==> config.mk <==
export PLATFORM = sky130hd
export DESIGN_NAME = three_channel_rms_meter_unit
export DESIGN_NICKNAME = d
export VERILOG_FILES = /design/src/trms_pkg.sv /design/src/trms_ctrl.sv /design/src/trms_dp.sv /design/src/three_channel_rms_meter_unit.sv
export SDC_FILE = /design/constraint.sdc
export NUM_CORES = 2
export LEC_CHECK = 0
export BUFFER_PORTS_ARGS = -buffer_cell sky130_fd_sc_hd__buf_2
export CORE_MARGIN = 2
export CORE_UTILIZATION = 51
export CTS_CLUSTER_DIAMETER = 100
export DETAILED_ROUTE_END_ITERATION = 12
export PLACE_DENSITY = 0.64
export SLEW_MARGIN = 5
export SYNTH_ARGS = -nofsm -noshare
export SYNTH_HDL_FRONTEND = slang
export SYNTH_SLANG_ARGS = --single-unit
==> constraint.sdc <==
create_clock -name aclk -period 30.1 [get_ports aclk]
set_input_delay 4.515 -clock aclk [delete_from_list [all_inputs] [get_ports aclk]]
set_output_delay 4.515 -clock aclk [all_outputs]
set_load 0.05 [all_outputs]
==> src/trms_pkg.sv <==
// ============================================================================
// trms_pkg: shared types and constants for the three-channel RMS meter
// Payload structs, datapath command/status groups and register indexes.
// ============================================================================
package trms_pkg;

    localparam int MAX_COUNT = 1024;
    localparam int SUM_BITS  = 48;
    localparam int CNT_BITS  = $clog2(MAX_COUNT + 1);
    localparam int NUM_CH    = 3;

    localparam logic [2:0] REG_IV_GAIN = 3'd0;
    localparam logic [2:0] REG_GV_GAIN = 3'd1;
    localparam logic [2:0] REG_GC_GAIN = 3'd2;
    localparam logic [2:0] REG_IV_OFF  = 3'd3;
    localparam logic [2:0] REG_GV_OFF  = 3'd4;
    localparam logic [2:0] REG_GC_OFF  = 3'd5;

    localparam logic [15:0] GAIN_RESET = 16'd4096;
    localparam logic [16:0] RMS_CLAMP  = 17'd32768;

    typedef struct packed {
        logic        command;
        logic [11:0] inverter_voltage_raw;
        logic [11:0] grid_voltage_raw;
        logic [11:0] grid_current_raw;
    } in_item_t;

    typedef struct packed {
        logic signed [15:0] inverter_voltage_value;
        logic signed [15:0] grid_voltage_value;
        logic signed [15:0] grid_current_value;
        logic [15:0]        inverter_voltage_rms;
        logic [15:0]        grid_voltage_rms;
        logic [15:0]        grid_current_rms;
        logic               rms_valid;
        logic               empty_period;
    } out_item_t;

    typedef struct packed {
        logic load;      // capture input item
        logic scale;     // multiply stage
        logic accum;     // offset, saturate, square, accumulate, build sample result
        logic div_start; // begin division of channel sums
        logic div_step;  // one quotient bit
        logic sqrt_start;
        logic sqrt_step; // one root bit
        logic next_ch;   // store root, advance channel
        logic finish;    // build period result, clear sums
    } dp_cmd_t;

    typedef struct packed {
        logic command;
        logic empty;
        logic div_last;
        logic sqrt_last;
        logic ch_last;
    } dp_sts_t;

endpackage

==> src/trms_ctrl.sv <==
// ============================================================================
// trms_ctrl: sequencer for the RMS meter
// Steps the datapath through sample scaling or the per-channel divide/root.
// ============================================================================
module trms_ctrl (
    input  logic              aclk,
    input  logic              aresetn,
    input  logic              in_fire,
    input  logic              out_free,
    input  trms_pkg::dp_sts_t sts,
    output trms_pkg::dp_cmd_t cmd,
    output logic              busy,
    output logic              out_load
);
    import trms_pkg::*;

    typedef enum logic [8:0] {
        ST_IDLE   = 9'b000000001,
        ST_DECODE = 9'b000000010,
        ST_SCALE  = 9'b000000100,
        ST_ACCUM  = 9'b000001000,
        ST_DIV    = 9'b000010000,
        ST_SQRT0  = 9'b000100000,
        ST_SQRT   = 9'b001000000,
        ST_FINISH = 9'b010000000,
        ST_OUT    = 9'b100000000
    } state_t;

    state_t state_reg, state_next;

    always_ff @(posedge aclk) begin
        if (!aresetn) begin
            state_reg <= ST_IDLE;
        end else begin
            state_reg <= state_next;
        end
    end

    always_comb begin
        state_next = state_reg;
        cmd        = '0;
        out_load   = 1'b0;
        busy       = (state_reg != ST_IDLE);
        unique case (state_reg)
            ST_IDLE: begin
                cmd.load = in_fire;
                if (in_fire) state_next = ST_DECODE;
            end
            ST_DECODE: begin
                if (!sts.command) begin
                    cmd.scale  = 1'b1;
                    state_next = ST_SCALE;
                end else if (sts.empty) begin
                    state_next = ST_FINISH;
                end else begin
                    cmd.div_start = 1'b1;
                    state_next    = ST_DIV;
                end
            end
            ST_SCALE: begin
                state_next = ST_ACCUM;
            end
            ST_ACCUM: begin
                cmd.accum  = 1'b1;
                state_next = ST_OUT;
            end
            ST_DIV: begin
                cmd.div_step = 1'b1;
                if (sts.div_last) state_next = ST_SQRT0;
            end
            ST_SQRT0: begin
                cmd.sqrt_start = 1'b1;
                state_next     = ST_SQRT;
            end
            ST_SQRT: begin
                cmd.sqrt_step = 1'b1;
                if (sts.sqrt_last) begin
                    cmd.next_ch = 1'b1;
                    if (sts.ch_last) begin
                        state_next = ST_FINISH;
                    end else begin
                        cmd.div_start = 1'b1;
                        state_next    = ST_DIV;
                    end
                end
            end
            ST_FINISH: begin
                cmd.finish = 1'b1;
                state_next = ST_OUT;
            end
            ST_OUT: begin
                if (out_free) begin
                    out_load   = 1'b1;
                    state_next = ST_IDLE;
                end
            end
            default: state_next = ST_IDLE;
        endcase
    end

`ifndef SYNTHESIS
    a_load_only_idle: assert property (@(posedge aclk) disable iff (!aresetn)
        cmd.load |-> state_reg == ST_IDLE) else $error("load outside idle");
    a_out_after_work: assert property (@(posedge aclk) disable iff (!aresetn)
        out_load |=> state_reg == ST_IDLE) else $error("out not followed by idle");
    a_accum_from_scale: assert property (@(posedge aclk) disable iff (!aresetn)
        cmd.accum |-> $past(state_reg) == ST_SCALE) else $error("accum order");
`endif

endmodule

==> src/trms_dp.sv <==
// ============================================================================
// trms_dp: datapath for the RMS meter
// Config registers, scaling, square sums, shared divider and root unit.
// ============================================================================
module trms_dp (
    input  logic                aclk,
    input  logic                aresetn,
    input  logic                cfg_we,
    input  logic [2:0]          cfg_index,
    input  logic [15:0]         cfg_data,
    input  trms_pkg::in_item_t  in_item,
    input  trms_pkg::dp_cmd_t   cmd,
    output trms_pkg::dp_sts_t   sts,
    output trms_pkg::out_item_t result
);
    import trms_pkg::*;

    localparam int IDX_BITS  = $clog2(SUM_BITS);
    localparam int ROOT_BITS = SUM_BITS / 2;
    localparam int RIDX_BITS = $clog2(ROOT_BITS);
    localparam logic [SUM_BITS-1:0] SUM_MAX = '1;

    logic [15:0]        gain_reg [NUM_CH];
    logic signed [15:0] off_reg  [NUM_CH];
    in_item_t           item_reg;
    logic [27:0]        prod_reg [NUM_CH];
    logic [SUM_BITS-1:0] sum_reg [NUM_CH];
    logic [CNT_BITS-1:0] cnt_reg;
    out_item_t          result_reg;
    out_item_t          result_next;

    logic [1:0]          ch_reg;
    logic [SUM_BITS-1:0] dividend_reg;
    logic [CNT_BITS-1:0] rem_reg;
    logic [IDX_BITS-1:0] div_idx_reg;
    logic [SUM_BITS+1:0] rad_reg;
    logic [ROOT_BITS:0]  root_reg;
    logic [ROOT_BITS+2:0] srem_reg;
    logic [RIDX_BITS-1:0] sq_idx_reg;
    logic [15:0]         rms_reg [NUM_CH];

    always_ff @(posedge aclk) begin
        if (!aresetn) begin
            for (int i = 0; i < NUM_CH; i++) begin
                gain_reg[i] <= GAIN_RESET;
                off_reg[i]  <= '0;
            end
        end else if (cfg_we) begin
            unique case (cfg_index)
                REG_IV_GAIN: gain_reg[0] <= cfg_data;
                REG_GV_GAIN: gain_reg[1] <= cfg_data;
                REG_GC_GAIN: gain_reg[2] <= cfg_data;
                REG_IV_OFF:  off_reg[0]  <= cfg_data;
                REG_GV_OFF:  off_reg[1]  <= cfg_data;
                REG_GC_OFF:  off_reg[2]  <= cfg_data;
                default: ;
            endcase
        end
    end

    logic [11:0] raw [NUM_CH];
    assign raw[0] = item_reg.inverter_voltage_raw;
    assign raw[1] = item_reg.grid_voltage_raw;
    assign raw[2] = item_reg.grid_current_raw;

    // offset, saturate, square per channel
    logic signed [15:0]  val [NUM_CH];
    logic [SUM_BITS-1:0] sum_add [NUM_CH];
    always_comb begin
        logic signed [17:0] d;
        logic [31:0] sq;
        logic [SUM_BITS:0] s;
        for (int i = 0; i < NUM_CH; i++) begin
            d = $signed({2'b00, prod_reg[i][27:12]}) - 18'(off_reg[i]);
            if (d > 18'sd32767)       val[i] = 16'sh7FFF;
            else if (d < -18'sd32768) val[i] = 16'sh8000;
            else                      val[i] = d[15:0];
            sq = 32'(val[i] * val[i]);
            s  = {1'b0, sum_reg[i]} + (SUM_BITS+1)'(sq);
            sum_add[i] = s[SUM_BITS] ? SUM_MAX : s[SUM_BITS-1:0];
        end
    end

    // restoring divide, one quotient bit a cycle
    logic [CNT_BITS:0] rem_sh;
    assign rem_sh = {rem_reg, dividend_reg[SUM_BITS-1]};
    logic              rem_ge;
    assign rem_ge = rem_sh >= {1'b0, cnt_reg};

    // bitwise root, one bit a cycle
    logic [ROOT_BITS+2:0] s_sh, s_trial;
    assign s_sh    = {srem_reg[ROOT_BITS:0], rad_reg[SUM_BITS-1:SUM_BITS-2]};
    assign s_trial = {root_reg, 2'b01};
    logic [ROOT_BITS:0] root_fin;
    assign root_fin = (s_sh >= s_trial) ? {root_reg[ROOT_BITS-1:0], 1'b1}
                                        : {root_reg[ROOT_BITS-1:0], 1'b0};

    // sample result carries the scaled values, period result the roots or the empty flag
    always_comb begin
        result_next = '0;
        if (cmd.accum) begin
            result_next.inverter_voltage_value = val[0];
            result_next.grid_voltage_value     = val[1];
            result_next.grid_current_value     = val[2];
        end else if (cnt_reg == '0) begin
            result_next.empty_period = 1'b1;
        end else begin
            result_next.inverter_voltage_rms = rms_reg[0];
            result_next.grid_voltage_rms     = rms_reg[1];
            result_next.grid_current_rms     = rms_reg[2];
            result_next.rms_valid            = 1'b1;
        end
    end

    always_ff @(posedge aclk) begin
        if (!aresetn) begin
            for (int i = 0; i < NUM_CH; i++) sum_reg[i] <= '0;
            cnt_reg <= CNT_BITS'(1);
        end else if (cmd.accum) begin
            for (int i = 0; i < NUM_CH; i++) sum_reg[i] <= sum_add[i];
            if (cnt_reg < CNT_BITS'(MAX_COUNT)) cnt_reg <= cnt_reg + 1'b1;
        end else if (cmd.finish) begin
            for (int i = 0; i < NUM_CH; i++) sum_reg[i] <= '0;
            cnt_reg <= '0;
        end
    end

    always_ff @(posedge aclk) begin
        if (cmd.load) item_reg <= in_item;
        if (cmd.scale) begin
            for (int i = 0; i < NUM_CH; i++) prod_reg[i] <= gain_reg[i] * raw[i];
        end
        if (cmd.div_start) begin
            dividend_reg <= sum_reg[cmd.next_ch ? ch_reg + 2'd1 : 2'd0];
            rem_reg      <= '0;
            div_idx_reg  <= IDX_BITS'(SUM_BITS - 1);
            if (!cmd.next_ch) ch_reg <= 2'd0;
        end else if (cmd.div_step) begin
            rem_reg      <= rem_ge ? CNT_BITS'(rem_sh - {1'b0, cnt_reg})
                                   : rem_sh[CNT_BITS-1:0];
            dividend_reg <= {dividend_reg[SUM_BITS-2:0], rem_ge};
            div_idx_reg  <= div_idx_reg - 1'b1;
        end
        if (cmd.sqrt_start) begin
            rad_reg    <= {2'b00, dividend_reg};
            root_reg   <= '0;
            srem_reg   <= '0;
            sq_idx_reg <= RIDX_BITS'(ROOT_BITS - 1);
        end else if (cmd.sqrt_step) begin
            srem_reg   <= (s_sh >= s_trial) ? s_sh - s_trial : s_sh;
            root_reg   <= root_fin;
            rad_reg    <= {rad_reg[SUM_BITS-1:0], 2'b00};
            sq_idx_reg <= sq_idx_reg - 1'b1;
        end
        if (cmd.next_ch) begin
            rms_reg[ch_reg] <= ({1'b0, root_fin} > (ROOT_BITS+2)'(RMS_CLAMP))
                               ? 16'h8000 : root_fin[15:0];
            ch_reg <= ch_reg + 2'd1;
        end
        if (cmd.accum || cmd.finish) result_reg <= result_next;
    end

    assign sts.command   = item_reg.command;
    assign sts.empty     = (cnt_reg == '0);
    assign sts.div_last  = (div_idx_reg == '0);
    assign sts.sqrt_last = (sq_idx_reg == '0);
    assign sts.ch_last   = (ch_reg == 2'd2);
    assign result        = result_reg;

`ifndef SYNTHESIS
    a_count_range: assert property (@(posedge aclk) disable iff (!aresetn)
        cnt_reg <= CNT_BITS'(MAX_COUNT)) else $error("count beyond max");
    a_clear_on_finish: assert property (@(posedge aclk) disable iff (!aresetn)
        cmd.finish |=> cnt_reg == '0 && sum_reg[0] == '0) else $error("no clear");
    a_div_before_sqrt: assert property (@(posedge aclk) disable iff (!aresetn)
        cmd.sqrt_start |-> $past(cmd.div_step)) else $error("sqrt order");
`endif

endmodule

==> src/three_channel_rms_meter_unit.sv <==
// ============================================================================
// three_channel_rms_meter_unit: three-channel true-RMS meter
// Scales three converter samples, accumulates squares, reports RMS per period.
// ============================================================================
// Operation: a sample transfer (command 0) goes through the decode, scale,
// accumulate and output states; an end-of-period transfer (command 1) runs the
// shared bit-serial divider (one quotient bit a cycle) and root unit (one root
// bit a cycle) on the three channel sums in turn, then finish and output; with
// a zero count it goes straight to finish and output. The block works on one
// item at a time; s_ready is high when it is idle. A finished result sits in
// an output register until taken; the next item can be accepted in the cycle
// after the result leaves the sequencer. Configuration writes go through
// cfg_we/cfg_index/cfg_data while idle; the user, not the block, ensures this.
module three_channel_rms_meter_unit (
    input  logic                aclk,
    input  logic                aresetn,
    input  logic                cfg_we,
    input  logic [2:0]          cfg_index,
    input  logic [15:0]         cfg_data,
    input  logic                s_valid,
    output logic                s_ready,
    input  trms_pkg::in_item_t  s_data,
    output logic                m_valid,
    input  logic                m_ready,
    output trms_pkg::out_item_t m_data
);
    import trms_pkg::*;

    dp_cmd_t   cmd;
    dp_sts_t   sts;
    out_item_t result;
    logic      busy, out_load, in_fire, out_free;
    logic      m_valid_reg;
    out_item_t m_data_reg;

    assign in_fire  = s_valid && s_ready;
    assign out_free = !m_valid_reg || m_ready;
    assign s_ready  = !busy;

    trms_ctrl u_ctrl (
        .aclk, .aresetn, .in_fire, .out_free, .sts, .cmd, .busy, .out_load
    );

    trms_dp u_dp (
        .aclk, .aresetn, .cfg_we, .cfg_index, .cfg_data,
        .in_item(s_data), .cmd, .sts, .result
    );

    // output register: hold the result until the transfer completes
    always_ff @(posedge aclk) begin
        if (!aresetn) begin
            m_valid_reg <= 1'b0;
        end else if (out_load) begin
            m_valid_reg <= 1'b1;
        end else if (m_ready) begin
            m_valid_reg <= 1'b0;
        end
    end

    always_ff @(posedge aclk) begin
        if (out_load) m_data_reg <= result;
    end

    assign m_valid = m_valid_reg;
    assign m_data  = m_data_reg;

`ifndef SYNTHESIS
    a_hold_stall: assert property (@(posedge aclk) disable iff (!aresetn)
        m_valid && !m_ready |=> m_valid && $stable(m_data)) else $error("stall drop");
    a_no_accept_busy: assert property (@(posedge aclk) disable iff (!aresetn)
        in_fire |=> !s_ready) else $error("accept while busy");
    a_flags_excl: assert property (@(posedge aclk) disable iff (!aresetn)
        m_valid |-> !(m_data.rms_valid && m_data.empty_period)) else $error("flags");
`endif

endmodule
Word level (Yosys, flattened, before mapping)
Memories as Yosys holds them, arrays and structs flattened. A register that Yosys moved wholly into a read port is not among the register bits.
Cells that the tools add are included.
- bits in registers: 376
- memory bits (writable): 372
- output and inout bits: 100
- word-level logic and storage cells: 211
- memories: 5
- memory list (name ; depth ; width ; rd ports ; clocked after Yosys merged registers in ; wr ports ; RTL line ; source):
    u_dp.sum_reg ; 3 ; 48 ; 4 ; 0 ; 3 ; trms_dp.sv:27 ; logic [SUM_BITS-1:0] sum_reg [NUM_CH];
    u_dp.prod_reg ; 3 ; 28 ; 3 ; 0 ; 3 ; trms_dp.sv:26 ; logic [27:0] prod_reg [NUM_CH];
    u_dp.gain_reg ; 3 ; 16 ; 3 ; 0 ; 3 ; trms_dp.sv:23 ; logic [15:0] gain_reg [NUM_CH];
    u_dp.off_reg ; 3 ; 16 ; 3 ; 0 ; 3 ; trms_dp.sv:24 ; logic signed [15:0] off_reg [NUM_CH];
    u_dp.rms_reg ; 3 ; 16 ; 3 ; 3 ; 1 ; trms_dp.sv:40 ; logic [15:0] rms_reg [NUM_CH];
- add/subtract/negate cells: 12
- $mul: 6
- order comparisons: 10
- equal/unequal tests: 21
- mux-type cells: 99
- bitwise logic cells: 12
- reduce and logical (&&, ||, !) cells: 18
- operator list (cell ; count):
    two-way mux 48 bit ; 13
    two-way mux 16 bit ; 13
    adder 48 x 32 -> 49 bit ; 3
    multiplier 16 x 16 -> 32 bit ; 3
    multiplier 16 x 12 -> 28 bit ; 3
    one-hot mux 9 bit (8 select lines) ; 1
    two-way mux 1 bit ; 55
    greater-than comparator 18 x 16 -> 1 bit, second input constant ; 3
    less-than comparator 18 x 16 -> 1 bit, second input constant ; 3
    subtractor 17 x 16 -> 18 bit ; 3
    two-way mux 11 bit ; 4
    two-way mux 9 bit ; 4
    greater-or-equal comparator 27 bit ; 1
    greater-than comparator 25 x 16 -> 1 bit, second input constant ; 1
    two-way mux 25 bit ; 1
    subtractor 25 bit ; 1
    two-way mux 8 bit ; 3
    greater-or-equal comparator 12 x 11 -> 1 bit ; 1
    bitwise OR 1 bit ; 12
    adder 11 x 1 -> 11 bit, second input constant ; 1
    logical NOT 11 bit ; 1
    less-than comparator 11 bit, second input constant ; 1
    subtractor 11 bit ; 1
    nonzero test 2 bit ; 5
    30 further kinds ; 41

Depth between registers and ports, before layout
An unclocked memory read counts as a cell.
- depth after elaboration: 10
- mapped depth: 53

Modules after synthesis
Synthesis repeated with hierarchy kept, for this count alone.
- cell total of the unflattened synthesis: 8241
- area total of the unflattened synthesis: 81869.8 µm²
- by module, submodules not included (module ; times used ; cells each ; area each (µm²) ; sequential area each (µm²)):
    trms_dp ; 1 ; 8047 ; 78195.0 ; 18748.0
    three_channel_rms_meter_unit ; 1 ; 104 ; 3001.6 ; 2962.8
    trms_ctrl ; 1 ; 90 ; 673.1 ; 180.2

Least setup slack after synthesis
OpenSTA, ideal clock, no wires.
- path kind: register to register
- start: memory u_dp.prod_reg[1][12], in the netlist u_dp.prod_reg[0][40]
- end: memory u_dp.sum_reg[1][44], data pin
- setup time: 0.174 ns
- arrival time: 10.267 ns
- required time: 29.926 ns
- setup slack: 19.659 ns
- cell stages (with the launch flop): 45
- clock period less this slack: 10.441 ns
- path through: edfxtp_1 -> inv_1 -> ha_1 -> inv_1 -> fa_1 -> a21o_1 -> a21oi_2 -> o21ai_1 -> a2111oi_4 -> nor3_1 -> o21ba_2 -> or2_1 -> o21a_1 -> buf_6 -> a21oi_2 -> buf_2 -> nor2_1 -> fa_1 -> (+9 left out) -> nor3_1 -> a22oi_1 -> a41o_1 -> a41oi_2 -> a22oi_1 -> a41o_1 -> o41a_1 -> a21o_1 -> a21oi_1 -> xnor2_1 -> ha_1 -> nand2_1 -> or3_1 -> a211oi_2 -> nor2_1 -> nor4b_1 -> nor2_1 -> a311oi_1
- RTL lines (element ; RTL line):
    start, declared ; trms_dp.sv:26
    end, declared ; trms_dp.sv:27

==> impl_metrics.csv <==
group,metric,value,unit
timing,finalCritPeriodShare,0.4256,
logic_synthesis,ys_seq_area_frac,0.2698,
logic_synthesis,synth-adder-area-share,0.3773,
floorplanning,initial_core_util,0.5129,
logic_synthesis,synth_top_area_cell,"fa_1",
timing,min_period,12.81,ns
timing,setup_viol,0,
finish,fill_cells,14180,
timing,fmax,0.07805,GHz
worst_setup_path,cp.required,30.60,ns
detailed_routing,totalWireLength,198.3,mm
detailed_routing,viasPerCell,5.476,
clock_network,cts_tree,"built",
clock_network,cts_buffers,86,
logic_synthesis,synthXorXnorAreaFrac,0.03616,
worst_setup_path,crit_path_frequent_cell,"inv_1",
worst_setup_path,crit_type,"reg2reg",
clock_network,cts_root_buffer,"clkbuf_16",
clock_network,clock_latency,0.74,ns
detailed_routing,ant_nets,0,
logic_synthesis,netlist_area,0.08113,mm^2
finish,area_growth,7.060,%
logic_synthesis,ys_async_sr_fraction,0,
floorplanning,num_rows,146,
logic_synthesis,synth_ff_type,"edfxtp_1",
clock_network,clkSinkCount,760,
finish,fin_nets,10110,
grt,antenna_found_initial,3,
logic_synthesis,synth_top_family_by_area,"adder cells",
logic_synthesis,synth-seq-cells,760,
placed_design,dp_hpwl,157.8,mm
finish,num_antenna_cells,0,
logic_synthesis,yosys-top-cells-count,"inv_1, fa_1, nand2_1",
logic_synthesis,synthSimpleGateAreaFrac,0.1303,
placed_design,gp_congestion,0.9257,
logic_synthesis,synthDistinctLibCells,104,
logic_synthesis,synth_compound_area_frac,0.09426,
detailed_routing,drt_iter0_markers,4126,
floorplanning,pin_count,161,
logic_synthesis,synth_nets,10070,
worst_setup_path,critPathLaunchType,"flop",
timing,hold_viol_final,0,
floorplanning,core_area,0.1582,mm^2
logic_synthesis,yosysMostFrequentCell,"inv_1",
finish,drive_above_1_share,0.05796,
grt,grt_max_degree,105,
detailed_routing,wire_per_inst,19.03,um
timing,worstMarginPinSlew,1.137,ns
finish,largest_reg_flops,144,
logic_synthesis,synth_mux_area_frac,0.007803,
status,status,"finished clean",
floorplanning,die_h,402.9,um
logic_synthesis,postSynthCellCount,8246,
worst_setup_path,slowest_delay,0.59,ns
finish,final_cell_area,0.08686,mm^2
grt,grt_first_pass_wirelength,320.5,mm
clock_network,cts_buffer_depth,3,
logic_synthesis,syn_area_per_cell,9.839,um^2
worst_setup_path,critPathMaxFanout,22,
worst_setup_path,crit_path_top_delay_cell,"nand2_1",
worst_setup_path,worst_ep_arrival_time,13.31,ns
detailed_routing,vias,57080,
grt,grt-ovfl-total,0,
clock_network,cts.clk_slew.worst_paths,0.06,ns
timing,drv_slew,0,
grt,grt.total_usage,0.2494,
finish,final_core_util,0.5491,
job,maxCapViolations,0,
worst_setup_path,worstSetupEndpointType,"flop",
logic_synthesis,synth_area_leaders,"fa_1, edfxtp_1, ha_1, inv_1, nand2_1",
logic_synthesis,synth_top_area_share,0.2796,
timing,max-slew-margin-rel,0.2423,
timing,tns,0,ns
floorplanning,die-area,0.1623,mm^2
timing,rsz0062_at_grt,"no",
detailed_routing,route.detailed.drc,0,
placed_design,port_buffers,160,
grt,first_global_vias,59610,
logic_synthesis,synth_warnings,0,
placed_design,place_area,0.08390,mm^2
logic_synthesis,synth-edff-count,667,
clock_network,htreeDepth,3,
clock_network,ctsResizeCount,0,
clock_network,hold_buffers,0,
floorplanning,fp.dieW,402.9,um
detailed_routing,dr.pass1.iters,7,
hold_path,min_path_type,"reg2reg",
timing,clock_skew,0.08150,ns
clock_network,cts_setup_buffers,0,
-- cells in the final DEF (no fill, tap or decap), types with 86 or more instances in the layout --
cell type	Yosys	routed
a21o_1	139	139
a21oi_1	444	444
and2_1	257	256
and3_1	88	88
buf_2	37	160
clkbuf_16	0	86
dfxtp_1	93	93
edfxtp_1	667	667
fa_1	1133	1133
ha_1	634	634
inv_1	1497	1494
nand2_1	1059	1057
nand3_1	109	109
nor2_1	492	490
o21ai_0	242	238
xnor2_1	218	217
xor2_1	117	117
-- critical path: cells and delay by family, from the launching register on --
kind                     cells  cell delay (ns)
XOR/XNOR                     1             0.16
AND/OR/NAND/NOR             13             3.06
AO/OA/AOI/OAI               15             4.08
buffers and inverters        8             1.13
adder cells (fa/ha/maj)      9             3.76
flip-flops                   1             0.43
-- kinds of logic after synthesis --
logic type / count (synthesis)
compound gates: 1204
xor+xnor: 335
fa+ha+maj: 1767
buf+inv: 1794
flops: 760
mux: 63
simple gates: 2323
-- layout make-up --
type                            instances  area (um^2)  area share
Multi-Input combinational cell       5692        52490      0.6043
Sequential cell                       760        21890      0.2520
Inverter                             1527         5734     0.06602
Tap cell                             2072         2592     0.02985
Clock buffer                           99         2201     0.02534
Timing Repair Buffer                  212         1191     0.01371
Clock inverter                         60        764.5    0.008801
-- through the flow --
step,worst slack (ns),std cells,hold WS [ns]
6_report,17.29,10420,0.4160
5_1_grt,16.55,10420,0.4213
4_1_cts,17.55,10420,0.4108
3_5_place_dp,17.52,10260,0.4045
3_3_place_gp,17.85,10260,0.4021
2_1_floorplan,19.66,8246,0.4003
-- per-layer routing --
layer | GRT usage | part of all wire | vias up
met2 | 0.4163 | 0.48 | 1620
met1 | 0.3379 | 0.43 | 28460
li1 | - | - | 26640
met5 | 0 | 0.00020 | -
met4 | 0.07819 | 0.032 | 6
met3 | 0.03466 | 0.059 | 349
-- path summary, 6_finish.rpt --
path                                                     start                                 to  slack (ns)  cells after the start
worst max register to register  u_dp.prod_reg[0][69]$_DFFE_PP_  u_dp.sum_reg[2][47]$_SDFFCE_PP0P_       17.29                     46
worst max-delay path            u_dp.prod_reg[0][69]$_DFFE_PP_  u_dp.sum_reg[2][47]$_SDFFCE_PP0P_       17.29                     46
worst min register to register   u_dp.result[16]$_SDFFCE_PP0P_               m_data[16]$_DFFE_PP_        0.42                      0
worst min-delay path             u_dp.result[16]$_SDFFCE_PP0P_               m_data[16]$_DFFE_PP_        0.42                      0
Power is left out: the tool's default activity adds up to more than one toggle a clock period on the data nets, which glitch-free logic cannot reach.
